`src/hdl/hhr_pkg.sv`:
```
package hhr_pkg;

    // Percentages after clamping: 0 to 1600 sixteenths of a percent.
    localparam int PCT_W = 11;
    localparam logic [PCT_W-1:0] PCT_FULL = 11'd1600;

    // Raw widths of the request fields.
    localparam int HUE_W = 16;
    localparam int PCT_IN_W = 12;

    // Channel count and the hue slope term, in units of 1/480, range -480..480.
    localparam int NUM_CH = 3;
    localparam int M_W = 10;

    // Channel numerator (signed) and denominator (positive) of x = num / den.
    localparam int NUM_W = 34;
    localparam int DEN_W = 31;

    // Rounding divider: N = num*510 + den, D = 2*den, quotient in 0..255.
    localparam int DIVN_W = 40;
    localparam int DIVD_W = 32;
    localparam int Q_W = 8;

    // Fixed denominators and scale factors.
    localparam logic [DEN_W-1:0] HSL_DEN = 31'd1228800000;  // 1600*1600*480
    localparam logic [DEN_W-1:0] HWB_DEN = 31'd1536000;     // 2*480*1600
    localparam logic [NUM_W-1:0] HSL_LSCALE = 34'd768000;   // 1600*480
    localparam logic [NUM_W-1:0] HWB_WSCALE = 34'd960;      // 2*480
    localparam logic [NUM_W-1:0] K_UNIT = 34'd480;

    // Depth of the queue between the front and back parts.
    localparam int QUEUE_DEPTH = 2;

    typedef enum logic [1:0] {
        CLS_HSL,
        CLS_HWB,
        CLS_GREY
    } cls_t;

    // One classified color as handed from the front part to the back part.
    typedef struct packed {
        cls_t                         cls;
        logic [PCT_W-1:0]             p1;
        logic [PCT_W-1:0]             p2;
        logic [PCT_W-1:0]             mn;
        logic [PCT_W-1:0]             rest;
        logic [NUM_CH-1:0][M_W-1:0]   m;
    } item_t;

endpackage

```
`src/hdl/hhr_queue.sv`:
```
module hhr_queue
    import hhr_pkg::*;
#(
    parameter int DEPTH = QUEUE_DEPTH
)
(
    input  logic  clk,
    input  logic  rst_n,
    input  logic  push_valid,
    output logic  push_ready,
    input  item_t push_item,
    output logic  pop_valid,
    input  logic  pop_ready,
    output item_t pop_item
);

    localparam int PTR_W = $clog2(DEPTH);
    localparam int CNT_W = $clog2(DEPTH + 1);

    item_t            entry_reg [DEPTH];
    logic [PTR_W-1:0] wr_ptr_reg;
    logic [PTR_W-1:0] rd_ptr_reg;
    logic [CNT_W-1:0] count_reg;
    logic             push;
    logic             pop;

    assign push_ready = count_reg != CNT_W'(DEPTH);
    assign pop_valid = count_reg != '0;
    assign pop_item = entry_reg[rd_ptr_reg];
    assign push = push_valid && push_ready;
    assign pop = pop_valid && pop_ready;

    always_ff @(posedge clk or negedge rst_n)
    begin
        if (!rst_n) begin
            wr_ptr_reg <= '0;
            rd_ptr_reg <= '0;
            count_reg <= '0;
        end else begin
            if (push) begin
                wr_ptr_reg <= (wr_ptr_reg == PTR_W'(DEPTH - 1)) ? '0 : wr_ptr_reg + 1'b1;
            end
            if (pop) begin
                rd_ptr_reg <= (rd_ptr_reg == PTR_W'(DEPTH - 1)) ? '0 : rd_ptr_reg + 1'b1;
            end
            if (push && !pop) begin
                count_reg <= count_reg + 1'b1;
            end else if (pop && !push) begin
                count_reg <= count_reg - 1'b1;
            end
        end
    end

    always_ff @(posedge clk)
    begin
        if (push) begin
            entry_reg[wr_ptr_reg] <= push_item;
        end
    end

endmodule

```
`config.mk`:
```
export PLATFORM = sky130hd
export DESIGN_NAME = hhr_queue
export DESIGN_NICKNAME = d
export VERILOG_FILES = /design/src/hdl/hhr_pkg.sv /design/src/hdl/hhr_queue.sv
export SDC_FILE = /design/constraint.sdc
export NUM_CORES = 1
export LEC_CHECK = 0
export BUFFER_PORTS_ARGS = -buffer_cell sky130_fd_sc_hd__buf_2
export CORE_AREA = 2 2 117 119
export CTS_CLUSTER_DIAMETER = 60
export DETAILED_ROUTE_END_ITERATION = 8
export DIE_AREA = 0 0 119 121
export HOLD_SLACK_MARGIN = 0.06
export MAX_ROUTING_LAYER = met4
export PLACE_DENSITY = 0.69
export SYNTH_ARGS = -nofsm -noshare
export SYNTH_HDL_FRONTEND = slang
export SYNTH_SLANG_ARGS = --single-unit
```
`constraint.sdc`:
```
create_clock -name clk -period 6.4 [get_ports clk]
set_clock_uncertainty 0.1 [all_clocks]
set_input_delay 1.28 -clock clk [delete_from_list [all_inputs] [get_ports clk]]
set_output_delay 1.28 -clock clk [all_outputs]
set_load 0.005 [all_outputs]
```
==> impl_metrics.toml, run 1 <==
[status]
outcome = "completed"

[layout]
synthToLayoutAreaGrowth_pct = 26.8
utilization_pct = 56.3
final_area_mm2 = 0.00737
largest_reg_flops = 152
fin_nets = 505
final_cells = 614
drive_gt1_share_pct = 60.9

[critical_path]
cp_max_fo = 39
arrival_ns = 2.37
end_kind = "primary output"
worstSetupPathType = "flip-flop to primary output"
crit_required_ns = 5.02
cp-start-kind = "flip-flop"

[grt]
antenna_found_initial = 1
grt_overflow = 0
track_usage_pct = 14.5
grt_pass1_wl_mm = 15.0
grt_pass1_vias = 3083
grt_start_max_net_pins = 77

[logic_synthesis]
synth_fa_ha_area_share_pct = 0.215
seq_area_frac_synth_pct = 80.2
synth_most_common_cell = "edfxtp_1"
synth-xor-area-share_pct = 0.753
synth-compound-area-share_pct = 0
synth_top_family_by_area = "multiplexers"
muxShareOfSynthArea_pct = 16.7
async_flop_share_pct = 2.56
syn_inst = 255
yosysTopAreaCellShare_pct = 78.5
yosysWarningCount = 0
synth_common_cells = "152 x edfxtp_1, 46 x mux2_2, 30 x mux2_4, 4 x buf_2, 4 x dfrtp_1"
synth_edf_count = 152
synth-simple-area-share_pct = 0.581
syn-num-nets = 336
synth_area_leader_cell = "edfxtp_1"
avgSynthCellArea_um2 = 22.8
synth_area_leaders = "edfxtp_1 79%, mux2_2 8.9%, mux2_4 7.7%"
yosysUniqueCellTypes = 16
synth_area_mm2 = 0.00581
yosys_register_bits = 156
synthFlopType = "edfxtp_1"

[route]
drt_first_pass_iters = 4
drtAntennaViolNets = 0
drt-wirelength-per-cell_um = 15.7
postRouteWirelength_mm = 9.61
num_vias = 2869
drt_iter0_drc = 88
via_per_inst = 4.67
drc = 0

[clock_network]
clkSinkCount = 156
htree_levels = 4
cts_setup_buffers = 0
hold_buffers = 0
path_clk_slew_ns = 0.05
clock_latency_ns = 0.41
cts_tree = "yes"
cts_root_buffer = "clkbuf_16"
numCtsBuffers = 17
post_cts_resized = 0
clock_path_buffers = 2

[sta]
fin_crit_sh_pct = 58.5
slew_viol_final = 0
rsz0062_at_grt = "false"
setup_viol_count_final = 0
worst_pin_slew_ns = 1.06
min_period_ns = 3.75
max_freq_mhz = 267
relSlewSlack_pct = 29.2
timing.hold.ws_ns = 0.399
layout_setup_ws_ns = 2.65
tns_ns = 0
finalHoldViolations = 0

[placed_design]
portBuffers = 157
placed_area_mm2 = 0.00676
place.gp.congestion = 0.708
hpwl_mm = 6.16
pre_cts_ws_ns = 3.00
numPlacedInstances = 581

[die]
die_area_mm2 = 0.0144
pin_count = 158
rows = 42
fp.dieW_um = 119
start_util_pct = 44.4
core_mm2 = 0.0131
die_h_um = 121

[power]
irDropWorstVdd_mv = 0.192
power_mw = 3.37
power_density_mw_per_mm2 = 457
p_leak_nw = 2.84

[hold_path]
min_path_type = "flip-flop to flip-flop"

[job]
cap_violations = 0
==> metal layers <==
layer  GRT usage, %  routed length, um
met5              -                  0
met4           7.14                187
met3           5.26                666
met2           23.5               4910
met1           15.9               3850
==> cells by family (layout without fill, tap and decap cells) <==
family / count (synthesis) / count (layout)
multiplexers: 76 / 76
flip-flops: 156 / 156
XOR/XNOR: 5 / 5
AND/OR/NAND/NOR: 7 / 7
other: 0 / 1
buffers and inverters: 10 / 192
adder cells (fa/ha/maj): 1 / 1
==> where the power goes <==
part	total, mW	switching (mW)	internal, mW
Combinational	0.847	0.380	0.466
Clock	1.02	0.368	0.647
Sequential	1.51	0.106	1.40
==> critical path, stage by stage (launching register included) <==
cell     delay, ns
dfrtp_4       0.78
buf_4         0.63
mux2_2        0.40
buf_2         0.12
==> cell usage in the layout, fill, tap and decap left out, drive strengths merged <==
cell type | netlist | final
inv | 1 | 1
or2 | 1 | 1
ha | 1 | 1
edfxtp | 152 | 152
buf | 9 | 159
diode | 0 | 1
xnor2 | 3 | 3
nor2 | 2 | 2
nand2b | 1 | 1
mux2 | 76 | 76
nand2 | 2 | 2
bufinv | 0 | 4
and3 | 1 | 1
clkinv | 0 | 4
clkbuf | 0 | 19
dfrtp | 4 | 4
xor2 | 2 | 2
clkinvlp | 0 | 5
==> worst paths after layout <==
kind	depth (start not counted)	slack, ns	to	from
min	1	0.40	count_reg[1]	count_reg[1]
max in group asynchronous	1	5.51	rd_ptr_reg	rst_n
min in group asynchronous	1	0.56	count_reg[0]	rst_n
max	3	2.65	pop_item[55]	rd_ptr_reg
min reg2reg	1	0.40	count_reg[1]	count_reg[1]
max reg2reg	4	3.88	entry_reg[0][7]	count_reg[0]
==> layout make-up <==
type / count / area [um^2]
clock buffer: 19 / 433
multi-input combinational: 89 / 1070
inverter: 1 / 3.75
tap: 176 / 220
timing repair buffer: 159 / 801
antenna: 1 / 2.50
sequential: 156 / 4670
clock inverter: 13 / 174
fill: 1027 / 5710
No activity file was read; power rests on OpenSTA's default activity.
==> run 2, diff against run 1 <==
--- a/config.mk
+++ b/config.mk
@@ -12,7 +12,7 @@
 export DIE_AREA = 0 0 119 121
 export HOLD_SLACK_MARGIN = 0.06
 export MAX_ROUTING_LAYER = met4
-export PLACE_DENSITY = 0.69
+export PLACE_DENSITY = 0.72
 export SYNTH_ARGS = -nofsm -noshare
 export SYNTH_HDL_FRONTEND = slang
 export SYNTH_SLANG_ARGS = --single-unit
==> constraint.sdc (replaced) <==
create_clock -name clk -period 3.05 [get_ports clk]
set_clock_uncertainty 0.1 [all_clocks]
set_input_delay 0.61 -clock clk [delete_from_list [all_inputs] [get_ports clk]]
set_output_delay 0.61 -clock clk [all_outputs]
set_load 0.005 [all_outputs]
==> impl_metrics.toml, run 2 (synthesis gave the netlist of run 1 again) <==
[critical_path]
cp_top_family = "buffers and inverters"
end_kind = "primary output"
cp.buffers_inverters = 2
cp_max_fo = 33
crit_required_ns = 2.34
slowest_stage = "dfrtp_4"
crit_chain = "buf_4 -> mux2_2 -> buf_2"
worstSetupPathType = "flip-flop to primary output"
slowest_delay_ns = 0.42
arrival_ns = 1.77
cp-start-kind = "flip-flop"

[placed_design]
hpwl_mm = 6.42
portBuffers = 157
placed_area_mm2 = 0.00682
place.gp.congestion = 0.709

[clock_network]
cts_tree = "yes"
clock_latency_ns = 0.41
clock_path_buffers = 2
htree_levels = 4
numCtsBuffers = 17
cts_root_buffer = "clkbuf_16"
path_clk_slew_ns = 0.06
cts_setup_buffers = 0
clkSinkCount = 156

[layout]
layout_commonest_cell = "buf_2"
fin_nets = 510
synthToLayoutAreaGrowth_pct = 28.6
mostFrequentLayoutCells = "157 x buf_2, 152 x edfxtp_1, 46 x mux2_2"
final_area_mm2 = 0.00748
drive_gt1_share_pct = 62.0
antennaDiodeCount = 0
largest_reg_flops = 152

[power]
irDropWorstVdd_mv = 0.583
p_leak_nw = 2.90
power_density_mw_per_mm2 = 974

[sta]
relSlewSlack_pct = 64.8
rsz0062_at_grt = "false"
tns_ns = 0
worst_pin_slew_ns = 0.527
fin_crit_sh_pct = 81.4
timing.hold.ws_ns = 0.281
finalHoldViolations = 0
slew_viol_final = 0
min_period_ns = 2.48
setup_viol_count_final = 0
max_freq_mhz = 403

[route]
drc = 0
drtAntennaViolNets = 0
drt-wirelength-per-cell_um = 15.9
drt_first_pass_iters = 4
num_vias = 2921
postRouteWirelength_mm = 9.85
drt_iter0_drc = 167
via_per_inst = 4.73

[grt]
grt_overflow = 0
grt_start_max_net_pins = 45
track_usage_pct = 14.4
grt_pass1_vias = 2982
grt_pass1_wl_mm = 15.0
antenna_found_initial = 0

[die]
start_util_pct = 44.4
die_h_um = 121
rows = 42
core_mm2 = 0.0131
fp.dieW_um = 119
pin_count = 158
die_area_mm2 = 0.0144

[job]
cap_violations = 0

[status]
outcome = "completed"

[hold_path]
min_path_type = "input port to flip-flop"
## run 2: changes by cell type in the layout (fill, tap and decap cells not counted), sizes merged
cell         previous run  this run
clkinvlp                5         3
inv                     1         2
buf                   159       163
bufinv                  4         5
clkinv                  4         6
clkbuf                 19        17
diode                   1         0
dlygate4sd3             0         1
## run 2: worst paths after layout
kind / from / end / slack (ns) / cells after the start
setup / recovery: rd_ptr_reg / pop_item[71] / 0.57 / 3
hold / removal: push_item[75] / entry_reg[1][75] / 0.28 / 1
setup reg to reg: count_reg[0] / entry_reg[0][16] / 1.28 / 4
hold reg to reg: count_reg[1] / count_reg[1] / 0.40 / 1
max in group asynchronous: rst_n / rd_ptr_reg / 2.27 / 2
min in group asynchronous: rst_n / rd_ptr_reg / 0.44 / 2
## run 2: what timing repair did
| item | CTS | global route |
|---|---|---|
| setup endpoints to repair | 0 | 0 |
| gates resized for setup | 0 | 0 |
| hold buffers | 1 | 0 |
| endpoints found under the hold margin | 4 | 0 |
## run 2: area by class of cell
class | count | area (um^2)
fill | 999 | 5610
clock inverter | 15 | 221
tap | 176 | 220
inverter | 1 | 3.75
multi-input combinational | 89 | 1070
timing repair buffer | 164 | 866
sequential | 156 | 4670
clock buffer | 17 | 425
## run 2: power breakdown
part	switching (mW)	total, mW	internal, mW
Combinational	0.923	1.96	1.03
Clock	0.814	2.26	1.45
Sequential	0.126	3.06	2.94
Total	1.86	7.28	5.42
## run 2: worst reg2reg max path, stage by stage (launching register included)
cell	delay, ns
dfrtp_1	0.41
nand2b_1	0.17
nand2_1	0.14
nor2_4	0.11
buf_4	0.46
## run 2: per-layer routing
layer	share of wire [%]	global-route usage [%]	vias to the layer above
met1	42	17.0	1441
met4	1.2	6.03	0
li1	-	-	1354
met5	0	-	-
met2	51	22.6	114
met3	6.1	4.93	12
## run 2: metrics by stage
step | worst slack (ns) | util [%] | total power, mW | std cells
2_1_floorplan | 0.0828 | - | 4.39 | 255
4_1_cts | 0.530 | 57.1 | 7.39 | 618
3_5_place_dp | 0.989 | 52.1 | 5.10 | 585
5_1_grt | 0.470 | 57.1 | 7.63 | 618
3_3_place_gp | 0.990 | 52.1 | 5.06 | 585
6_report | 0.567 | 57.1 | 7.28 | 618
