$ cat config.mk
export PLATFORM = sky130hd
export DESIGN_NAME = hhr_front
export DESIGN_NICKNAME = d
export VERILOG_FILES = /design/src/hdl/hhr_pkg.sv /design/src/hdl/hhr_front.sv
export SDC_FILE = /design/constraint.sdc
export NUM_CORES = 1
export LEC_CHECK = 0
export ABC_AREA = 0
export BUFFER_PORTS_ARGS = -buffer_cell sky130_fd_sc_hd__buf_2
export CAP_MARGIN = 5
export CELL_PAD_IN_SITES_DETAIL_PLACEMENT = 1
export CELL_PAD_IN_SITES_GLOBAL_PLACEMENT = 1
export CORE_MARGIN = 2
export CORE_UTILIZATION = 42
export DETAILED_ROUTE_END_ITERATION = 8
export PLACE_DENSITY = 0.78
export SKIP_CTS_REPAIR_TIMING = 1
export SLEW_MARGIN = 20
export SYNTH_ARGS = -nofsm -noshare
export SYNTH_HDL_FRONTEND = slang
export SYNTH_SLANG_ARGS = --single-unit
export TNS_END_PERCENT = 100
$ cat constraint.sdc
create_clock -name clk -period 2.6 [get_ports clk]
set_input_delay 0.39 -clock clk [delete_from_list [all_inputs] [get_ports clk]]
set_output_delay 0.39 -clock clk [all_outputs]
set_load 0.005 [all_outputs]
$ cat src/hdl/hhr_pkg.sv
package hhr_pkg;

    // Percentages after clamping: 0 to 1600 sixteenths of a percent.
    localparam int PCT_W = 11;
    localparam logic [PCT_W-1:0] PCT_FULL = 11'd1600;

    // Raw widths of the request fields.
    localparam int HUE_W = 16;
    localparam int PCT_IN_W = 12;

    // Channel count and the hue slope term, in units of 1/480, range -480..480.
    localparam int NUM_CH = 3;
    localparam int M_W = 10;

    // Channel numerator (signed) and denominator (positive) of x = num / den.
    localparam int NUM_W = 34;
    localparam int DEN_W = 31;

    // Rounding divider: N = num*510 + den, D = 2*den, quotient in 0..255.
    localparam int DIVN_W = 40;
    localparam int DIVD_W = 32;
    localparam int Q_W = 8;

    // Fixed denominators and scale factors.
    localparam logic [DEN_W-1:0] HSL_DEN = 31'd1228800000;  // 1600*1600*480
    localparam logic [DEN_W-1:0] HWB_DEN = 31'd1536000;     // 2*480*1600
    localparam logic [NUM_W-1:0] HSL_LSCALE = 34'd768000;   // 1600*480
    localparam logic [NUM_W-1:0] HWB_WSCALE = 34'd960;      // 2*480
    localparam logic [NUM_W-1:0] K_UNIT = 34'd480;

    // Depth of the queue between the front and back parts.
    localparam int QUEUE_DEPTH = 2;

    typedef enum logic [1:0] {
        CLS_HSL,
        CLS_HWB,
        CLS_GREY
    } cls_t;

    // One classified color as handed from the front part to the back part.
    typedef struct packed {
        cls_t                         cls;
        logic [PCT_W-1:0]             p1;
        logic [PCT_W-1:0]             p2;
        logic [PCT_W-1:0]             mn;
        logic [PCT_W-1:0]             rest;
        logic [NUM_CH-1:0][M_W-1:0]   m;
    } item_t;

endpackage

$ cat src/hdl/hhr_front.sv
module hhr_front
    import hhr_pkg::*;
(
    input  logic                  clk,
    input  logic                  rst_n,
    input  logic                  in_valid,
    output logic                  in_ready,
    input  logic                  operation,
    input  logic [HUE_W-1:0]      hue_sixteenths,
    input  logic [PCT_IN_W-1:0]   first_percent,
    input  logic [PCT_IN_W-1:0]   second_percent,
    output logic                  item_valid,
    input  logic                  item_ready,
    output item_t                 item
);

    localparam int X_W = HUE_W + 2;
    localparam int K_W = 14;
    localparam logic [X_W-2:0] K_WRAP = 17'd5760;

    // Hue term of one channel: k = (offset + hue) truncating-mod 5760, then
    // m = clamp(min(k - 1440, 4320 - k), -480, 480).
    function automatic logic [M_W-1:0] chan_m(input logic [HUE_W-1:0] hue,
                                               input logic [X_W-1:0] offset);
        logic signed [X_W-1:0] x;
        logic [X_W-2:0]        ax;
        logic [X_W-2:0]        r;
        logic signed [K_W-1:0] k;
        logic signed [K_W:0]   a;
        logic signed [K_W:0]   b;
        logic signed [K_W:0]   mm;
        x = $signed({{2{hue[HUE_W-1]}}, hue}) + $signed(offset);
        ax = x[X_W-1] ? (X_W-1)'(-x) : x[X_W-2:0];
        r = ax;
        for (int j = 1; j <= 6; j++) begin
            if (ax >= (X_W-1)'(j) * K_WRAP) begin
                r = ax - (X_W-1)'(j) * K_WRAP;
            end
        end
        k = x[X_W-1] ? -$signed(K_W'(r)) : $signed(K_W'(r));
        a = (K_W+1)'(k) - (K_W+1)'(1440);
        b = (K_W+1)'(4320) - (K_W+1)'(k);
        mm = (a < b) ? a : b;
        if (mm > (K_W+1)'(480)) begin
            mm = (K_W+1)'(480);
        end
        if (mm < -(K_W+1)'(480)) begin
            mm = -(K_W+1)'(480);
        end
        return mm[M_W-1:0];
    endfunction

    logic             valid_reg;
    item_t            item_reg;
    item_t            item_next;
    logic [PCT_W-1:0] p1;
    logic [PCT_W-1:0] p2;
    logic [PCT_W:0]   sum;

    assign in_ready = !valid_reg || item_ready;
    assign item_valid = valid_reg;
    assign item = item_reg;

    always_comb
    begin
        p1 = (first_percent > PCT_IN_W'(PCT_FULL)) ? PCT_FULL : first_percent[PCT_W-1:0];
        p2 = (second_percent > PCT_IN_W'(PCT_FULL)) ? PCT_FULL : second_percent[PCT_W-1:0];
        sum = {1'b0, p1} + {1'b0, p2};
        item_next.p1 = p1;
        item_next.p2 = p2;
        item_next.mn = (p2 < PCT_FULL - p2) ? p2 : PCT_FULL - p2;
        item_next.rest = PCT_W'((PCT_W+1)'(PCT_FULL) - sum);
        if (!operation) begin
            item_next.cls = CLS_HSL;
        end else if (sum >= (PCT_W+1)'(PCT_FULL)) begin
            item_next.cls = CLS_GREY;
        end else begin
            item_next.cls = CLS_HWB;
        end
        item_next.m[0] = chan_m(hue_sixteenths, X_W'(0));
        item_next.m[1] = chan_m(hue_sixteenths, X_W'(3840));
        item_next.m[2] = chan_m(hue_sixteenths, X_W'(1920));
    end

    always_ff @(posedge clk or negedge rst_n)
    begin
        if (!rst_n) begin
            valid_reg <= 1'b0;
        end else if (in_ready) begin
            valid_reg <= in_valid;
        end
    end

    always_ff @(posedge clk)
    begin
        if (in_valid && in_ready) begin
            item_reg <= item_next;
        end
    end

endmodule

==> impl_metrics.ini, run 1 <==
[status]
status = did not finish
haltStage = 5_1_grt
firstError = [ERROR GRT-0232] Routing congestion too high. Check the congestion heatmap in the GUI.

[synth]
synth_seq_cells = 76
synthesis.nets = 1783
synth_area_um2 = 12900
avgSynthCellArea_um2 = 7.89
yosysSeqAreaShare_pct = 17.7
synthCells = 1632
synth_top_area_share_pct = 17.5
synth_edf_count = 75
synthFlopType = edfxtp_1
synthTopCellsByArea = edfxtp_1, ha_1, xnor2_1
yosysTopAreaCell = edfxtp_1
yosys_warnings = 0
synth_cell_types = 114
postSynth.asyncResetShare_pct = 1.32

[floorplanning]
start_util_pct = 42.4
die_y_um = 179
die_x_um = 179
std_cell_rows = 64
io_pins = 123

[placement]
io_buffer_count = 122
dp_cells = 2736
dp_hpwl_mm = 53.7
routabilityCongestion = 0.973

[global_route]
grt-ovfl-total = 1579
grt_usage_pct = 95.8
grt_max_degree = 35

[clock_tree]
htree_levels = 3
cts-buffers-inserted = 9
cts-root-buf = clkbuf_16
cts.path.max_buffers = 2
cts.sinks = 76

[sta]
worst-ep-kind = sequential cell input
crit_endpoint = item[13]$_SDFFCE_PP0P_/D
metal layers:
layer / GRT overflow / global-route usage, %
met2: 1058 / 115
met5: 5 / 55.1
met1: 36 / 88.4
met4: 452 / 110
met3: 28 / 78.5
cell families after synthesis:
logic type	after synthesis	synth area share, %
xor+xnor	194	13.5
simple gates	594	24.3
flops	76	17.7
fa+ha+maj	106	10.4
buf+inv	153	5.20
compound gates	479	26.4
mux	30	2.52
cell usage after synthesis (17+ instances only):
master    count
nor2_1      142
nand2_1     129
xnor2_1     126
ha_1        105
a21oi_1     102
inv_1        82
o21ai_0      77
edfxtp_1     75
xor2_1       64
nand3_1      51
nor3_1       43
and2_1       37
a31oi_1      34
clkbuf_1     26
o211ai_1     22
mux2i_1      20
or3_1        20
and3_1       19
buf_2        19
nand2b_1     18
nand4_1      18
nor2b_1      18
o21a_1       18
or2_2        18
nor4_1       17
o31ai_1      17
through the flow:
stage	instance area (µm²)	hold WS [ns]	setup WS [ns]	util, %
floorplan	13600	0.0944	-5.07	-
global placement	19200	0.165	-5.21	63.2
detailed placement	19200	0.171	-6.08	63.2
CTS	19400	-0.171	-6.18	64.1
==> inputs of run 2 (changes only) <==
CELL_PAD_IN_SITES_DETAIL_PLACEMENT = unset   (was 1)
CELL_PAD_IN_SITES_GLOBAL_PLACEMENT = unset   (was 1)
CORE_UTILIZATION = 35   (was 42)
PLACE_DENSITY = unset   (was 0.78)
PLACE_DENSITY_LB_ADDON = 0.15   (was unset)
clock period = 3.4 ns   (was 2.6 ns; I/O delays follow)
==> run 2 against run 1 <==
Effect of this change: the flow now finishes, with violations (negative setup slack); synthesized area did not move; synthesized cell count stayed put.
==> impl_metrics.ini, run 2 <==
[floorplanning]
io_pins = 123
die_x_um = 196
start_util_pct = 35.3
std_cell_rows = 70
core_um2 = 36400
die_y_um = 196
die_area_um2 = 38300

[global_route]
grt_usage_pct = 23.1
grt-ovfl-total = 0
grt_pass1_vias = 14705
grt_max_degree = 76
grt_antenna_before_repair = 0
grt_pass1_wl_mm = 73.3

[final_layout]
largest_reg_flops = 75
nets = 2599
diodes = 0
utilization_pct = 60.0
nFillCells = 3245
multi_input_area_um2 = 11800
area_delta_synth_final_pct = 69.7
layout_common_cells = buf_4, nor2_1, nand2_1, buf_2, xnor2_1
regArea_um2 = 2280
final_common_cell = buf_4
drive_gt1_share_pct = 51.0

[drt]
drt-initial-drc-count = 821
wire_per_inst_um = 16.3
avgViaCountPerCell = 5.32
drt.antenna.violating_nets = 0
drt_pre_antenna_iters = 5
totalWireLength_mm = 47.5
vias = 15526
drc = 0

[sta]
hold_viol = 0
period_share_pct = 220
skew_ns = 0.00745
fmax_mhz = 134
finalWorstSetupSlack_ns = -4.06
slew_headroom_pct = 34.7
fin_setup_tns_ns = -118.17
tightest_slew_ns = 0.980
fin_crit_ns = 7.46
slew_viol_final = 0
setup_viol = 46
rsz0062_at_grt = true

[worst_setup_path]
crit_path_end_kind = flip-flop
cpMaxStageDelayCell = and4bb_4
startpoint_type = input pin
ff2ff_setup_slack_ns = 1.69
worstPathArrival_ns = 7.55
slowest_delay_ns = 0.43
path_max_fanout = 6
r2r_end = item[60]$_DFFE_PP_
crit_start = hue_sixteenths[4]
cp_common_cell = buf_6
crit_path_end = item[15]$_SDFFCE_PP1P_
cp.required_ns = 3.49
critPathKind = input pin to flip-flop
rr_worst_depth = 2
r2r-start = item_valid$_DFFE_PN0N_

[clock_tree]
cts-root-buf = clkbuf_16
clk_pin_slew_ns = 0.06
cts.sinks = 76
cts-buffers-inserted = 9
htree_levels = 3
cts.path.max_buffers = 2
clkLatencyLatePin_ns = 0.34
cts_tree = built

[synth]
synth_seq_cells = 76
synth_commonest_cells = nor2_1, nand2_1, xnor2_1
synth_top_area_share_pct = 17.5
synthCells = 1632
yosys_warnings = 0
postSynth.asyncResetShare_pct = 1.32
synth_cell_types = 114
synthesis.nets = 1783
synth_area_um2 = 12900
yosysSeqAreaShare_pct = 17.7
yosysTopAreaCell = edfxtp_1
synthTopCellsByArea = edfxtp_1, ha_1, xnor2_1
yosysMostFrequentCell = nor2_1
synth_edf_count = 75
synthFlopType = edfxtp_1
avgSynthCellArea_um2 = 7.89

[status]
status = finished with violations
violations = negative setup slack

[placement]
routabilityCongestion = 0.947
io_buffer_count = 122
dp_hpwl_mm = 38.1

[power_and_ir_drop]
power_uw = 14400
leakage_uw = 0.00958
max-vdd-ir-drop_uv = 464
powerDensity_nw_per_um2 = 659

[worst_hold_path]
holdCritPathClass = input pin to flip-flop
hold_start = in_valid
hold_depth = 2

[run]
cap_violations = 0
[run 2: cell counts after synthesis]
Identical to the previous run, type by type.
[run 2: cell families (layout without fill, tap and decap cells)]
group / after synthesis / in the layout / synth area share [%]
AOI/OAI and AO/OA: 479 / 479 / 26.4
DFF: 76 / 76 / 17.7
and+or+nand+nor: 594 / 594 / 24.3
buffers and inverters: 153 / 973 / 5.20
muxes: 30 / 31 / 2.52
xor gates and xnor gates: 194 / 194 / 13.5
adders and majority gates: 106 / 106 / 10.4
[run 2: how the worst min path moves through the flow]
stage,endpoint,slack (ns)
finish,item_valid$_DFFE_PN0N_,0.38
global route,item_valid$_DFFE_PN0N_,0.40
CTS,item_valid$_DFFE_PN0N_,-0.07
detailed placement,item_valid$_DFFE_PN0N_,0.29
global placement,item_valid$_DFFE_PN0N_,0.28
floorplan,item_valid$_DFFE_PN0N_,0.21
[run 2: per-layer routing]
| layer | share of wire, % | track usage [%] | vias up |
|---|---|---|---|
| li1 | - | - | 7693 |
| met1 | 45 | 30.6 | 7406 |
| met2 | 49 | 40.5 | 340 |
| met3 | 3.1 | 1.68 | 87 |
| met4 | 2.6 | 6.51 | 0 |
| met5 | 0 | 0 | - |
[run 2: per-stage QoR]
| step | worst slack (ns) | cells | instance area [µm²] | hold WS, ns |
|---|---|---|---|---|
| after floorplan | -4.39 | 1632 | 13500 | 0.214 |
| after global placement | -4.64 | 2811 | 19200 | 0.284 |
| after detailed placement | -4.81 | 2811 | 19200 | 0.289 |
| after CTS | -4.46 | 2827 | 19500 | -0.0725 |
| after global routing | -4.48 | 2921 | 21900 | 0.398 |
| final | -4.06 | 2921 | 21900 | 0.376 |
[run 2: power breakdown]
group	switching, µW	internal [µW]	leakage, µW
Sequential	39.9	1330	0.000726
Clock	402	648	0.000155
Combinational	5760	6230	0.00869
[run 2: worst max-delay path: cells and delay by family]
family / cells / cell delay [ns]
AO/OA/AOI/OAI: 12 / 2.69
XOR/XNOR: 3 / 0.62
adder cells (fa/ha/maj): 1 / 0.33
buffers and inverters: 8 / 1.27
multiplexers: 2 / 0.31
AND/OR/NAND/NOR: 11 / 1.82
[run 2: area by class of cell]
class | count | area share (%)
Tap cell | 468 | 2.68
Clock buffer | 9 | 1.03
Timing Repair Buffer | 871 | 29.8
Clock inverter | 7 | 0.458
Sequential cell | 76 | 10.4
Inverter | 86 | 1.65
Multi-Input combinational cell | 1404 | 53.9
Note: power is estimated with default switching activity, not from simulation.
==> inputs of run 3 (changes only) <==
MAX_ROUTING_LAYER = met4   (was unset)
==> run 3 against run 2 <==
Effect of this change: the flow still finishes with violations (negative setup slack); clock-buffer cell count unchanged; non-clock buffer count down 9; sequential cell count unchanged; wire length up 2.0%; highest routed layer unchanged.
==> impl_metrics.ini, run 3 (synthesized netlist as in run 2, its figures left out) <==
[status]
status = finished with violations
violations = negative setup slack

[worst_setup_path]
startpoint_type = input pin
r2r-start = item_valid$_DFFE_PN0N_
crit_start = hue_sixteenths[1]
path_buf_inv = 9
cpMaxStageDelayCell = and4bb_4
path_max_fanout = 7
path_delay_family = compound AO/OA/AOI/OAI gates
slowest_delay_ns = 0.43
cp.required_ns = 3.48
worstPathArrival_ns = 7.65
crit_path_end_kind = flip-flop
critPathKind = input pin to flip-flop
cp_common_cell = buf_4

[sta]
slew_viol_final = 0
period_share_pct = 222
setup_viol = 45
tightest_slew_ns = 0.978
fin_crit_ns = 7.56
hold_ws_ns = 0.389
rsz0062_at_grt = true
fmax_mhz = 132
finalWorstSetupSlack_ns = -4.16
skew_ns = 0.00938
slew_headroom_pct = 34.8
hold_viol = 0

[global_route]
grt_pass1_vias = 14724
grt_max_degree = 76
top_usage_layer = met2
grt-ovfl-total = 0
grt_use_met1_pct = 29.7
grt_antenna_before_repair = 0
grt_pass1_wl_mm = 73.1
grt_usage_pct = 23.9
grt_util_met3_pct = 1.70
met2_usage_pct = 41.1

[power_and_ir_drop]
max-vdd-ir-drop_uv = 454
leakage_uw = 0.00960
power_uw = 14700
powerDensity_nw_per_um2 = 666

[placement]
io_buffer_count = 122
routabilityCongestion = 0.953
dp_hpwl_mm = 38.5
dp_cells = 2813

[drt]
avgViaCountPerCell = 5.27
totalWireLength_mm = 48.4
drt.antenna.violating_nets = 0
drt_pre_antenna_iters = 5
drc = 0
wire_per_inst_um = 16.6
vias = 15355
drt-initial-drc-count = 775

[final_layout]
layout_common_cells = buf_4, nor2_1, buf_2
final_common_cell = buf_4
layoutNonFillerInstCount = 2911
drive_gt1_share_pct = 52.6
diodes = 0
area_delta_synth_final_pct = 71.6
largest_reg_flops = 75
nets = 2590

[clock_tree]
clk_pin_slew_ns = 0.06
cts-buffers-inserted = 9
cts-root-buf = clkbuf_16
cts.sinks = 76
cts.path.max_buffers = 2
cts_tree = built
htree_levels = 3
clkLatencyLatePin_ns = 0.34

[floorplanning]
start_util_pct = 35.3
core_um2 = 36400
io_pins = 123
std_cell_rows = 70
die_x_um = 196
die_area_um2 = 38300
die_y_um = 196

[worst_hold_path]
hold_start = in_valid
holdCritPathClass = input pin to flip-flop

[run]
cap_violations = 0
==> run 3: cell count changes in the layout (fill, tap and decap cells not counted), moves of 8 or more <==
cell,delta
buf_6,+16
o21ai_0,-8
a21oi_1,-12
a21oi_2,+12
nand2_1,-8
buf_4,-20
==> run 3: layout make-up <==
| type | count | area [µm²] |
|---|---|---|
| inverter | 86 | 367 |
| fill | 3186 | 14300 |
| clock buffer | 9 | 225 |
| clock inverter | 6 | 63.8 |
| timing repair buffer | 862 | 6450 |
| sequential | 76 | 2280 |
| multi-input combinational | 1404 | 12100 |
| tap | 468 | 586 |
==> run 3: report_power, final <==
part / switching, µW / internal (µW) / leakage [µW]
registers: 39.0 / 1330 / 0.000726
logic: 6020 / 6380 / 0.00873
clock network: 379 / 564 / 0.000138
==> run 3: layer usage <==
metal  vias to the layer above  routed length [µm]
met5                         -                   0
met3                        99                1710
met4                         0                1350
met2                       355               24100
li1                       7675                   -
met1                      7226               21300
==> run 3: worst paths after layout <==
kind	slack (ns)	cells past startpoint	endpoint
worst max-delay path	-4.16	37	item[15]$_SDFFCE_PP1P_
worst min-delay path	0.39	2	item_valid$_DFFE_PN0N_
worst max register to register	1.71	2	item[59]$_DFFE_PP_
worst min register to register	0.54	2	item_valid$_DFFE_PN0N_
max in group asynchronous	2.81	2	item_valid$_DFFE_PN0N_
min in group asynchronous	0.50	2	item_valid$_DFFE_PN0N_
==> run 3: per-stage QoR <==
| stage | cell area [µm²] | setup WS [ns] | TNS, ns | utilization (%) |
|---|---|---|---|---|
| global route | 22100 | -4.51 | -132.76 | 60.7 |
| finish | 22100 | -4.16 | -119.27 | 60.7 |
| CTS | 19500 | -4.49 | -132.50 | 53.5 |
| global placement | 19200 | -4.64 | -145.31 | 52.7 |
| floorplan | 13500 | -4.39 | -122.35 | - |
| detailed placement | 19200 | -4.83 | -148.39 | 52.7 |
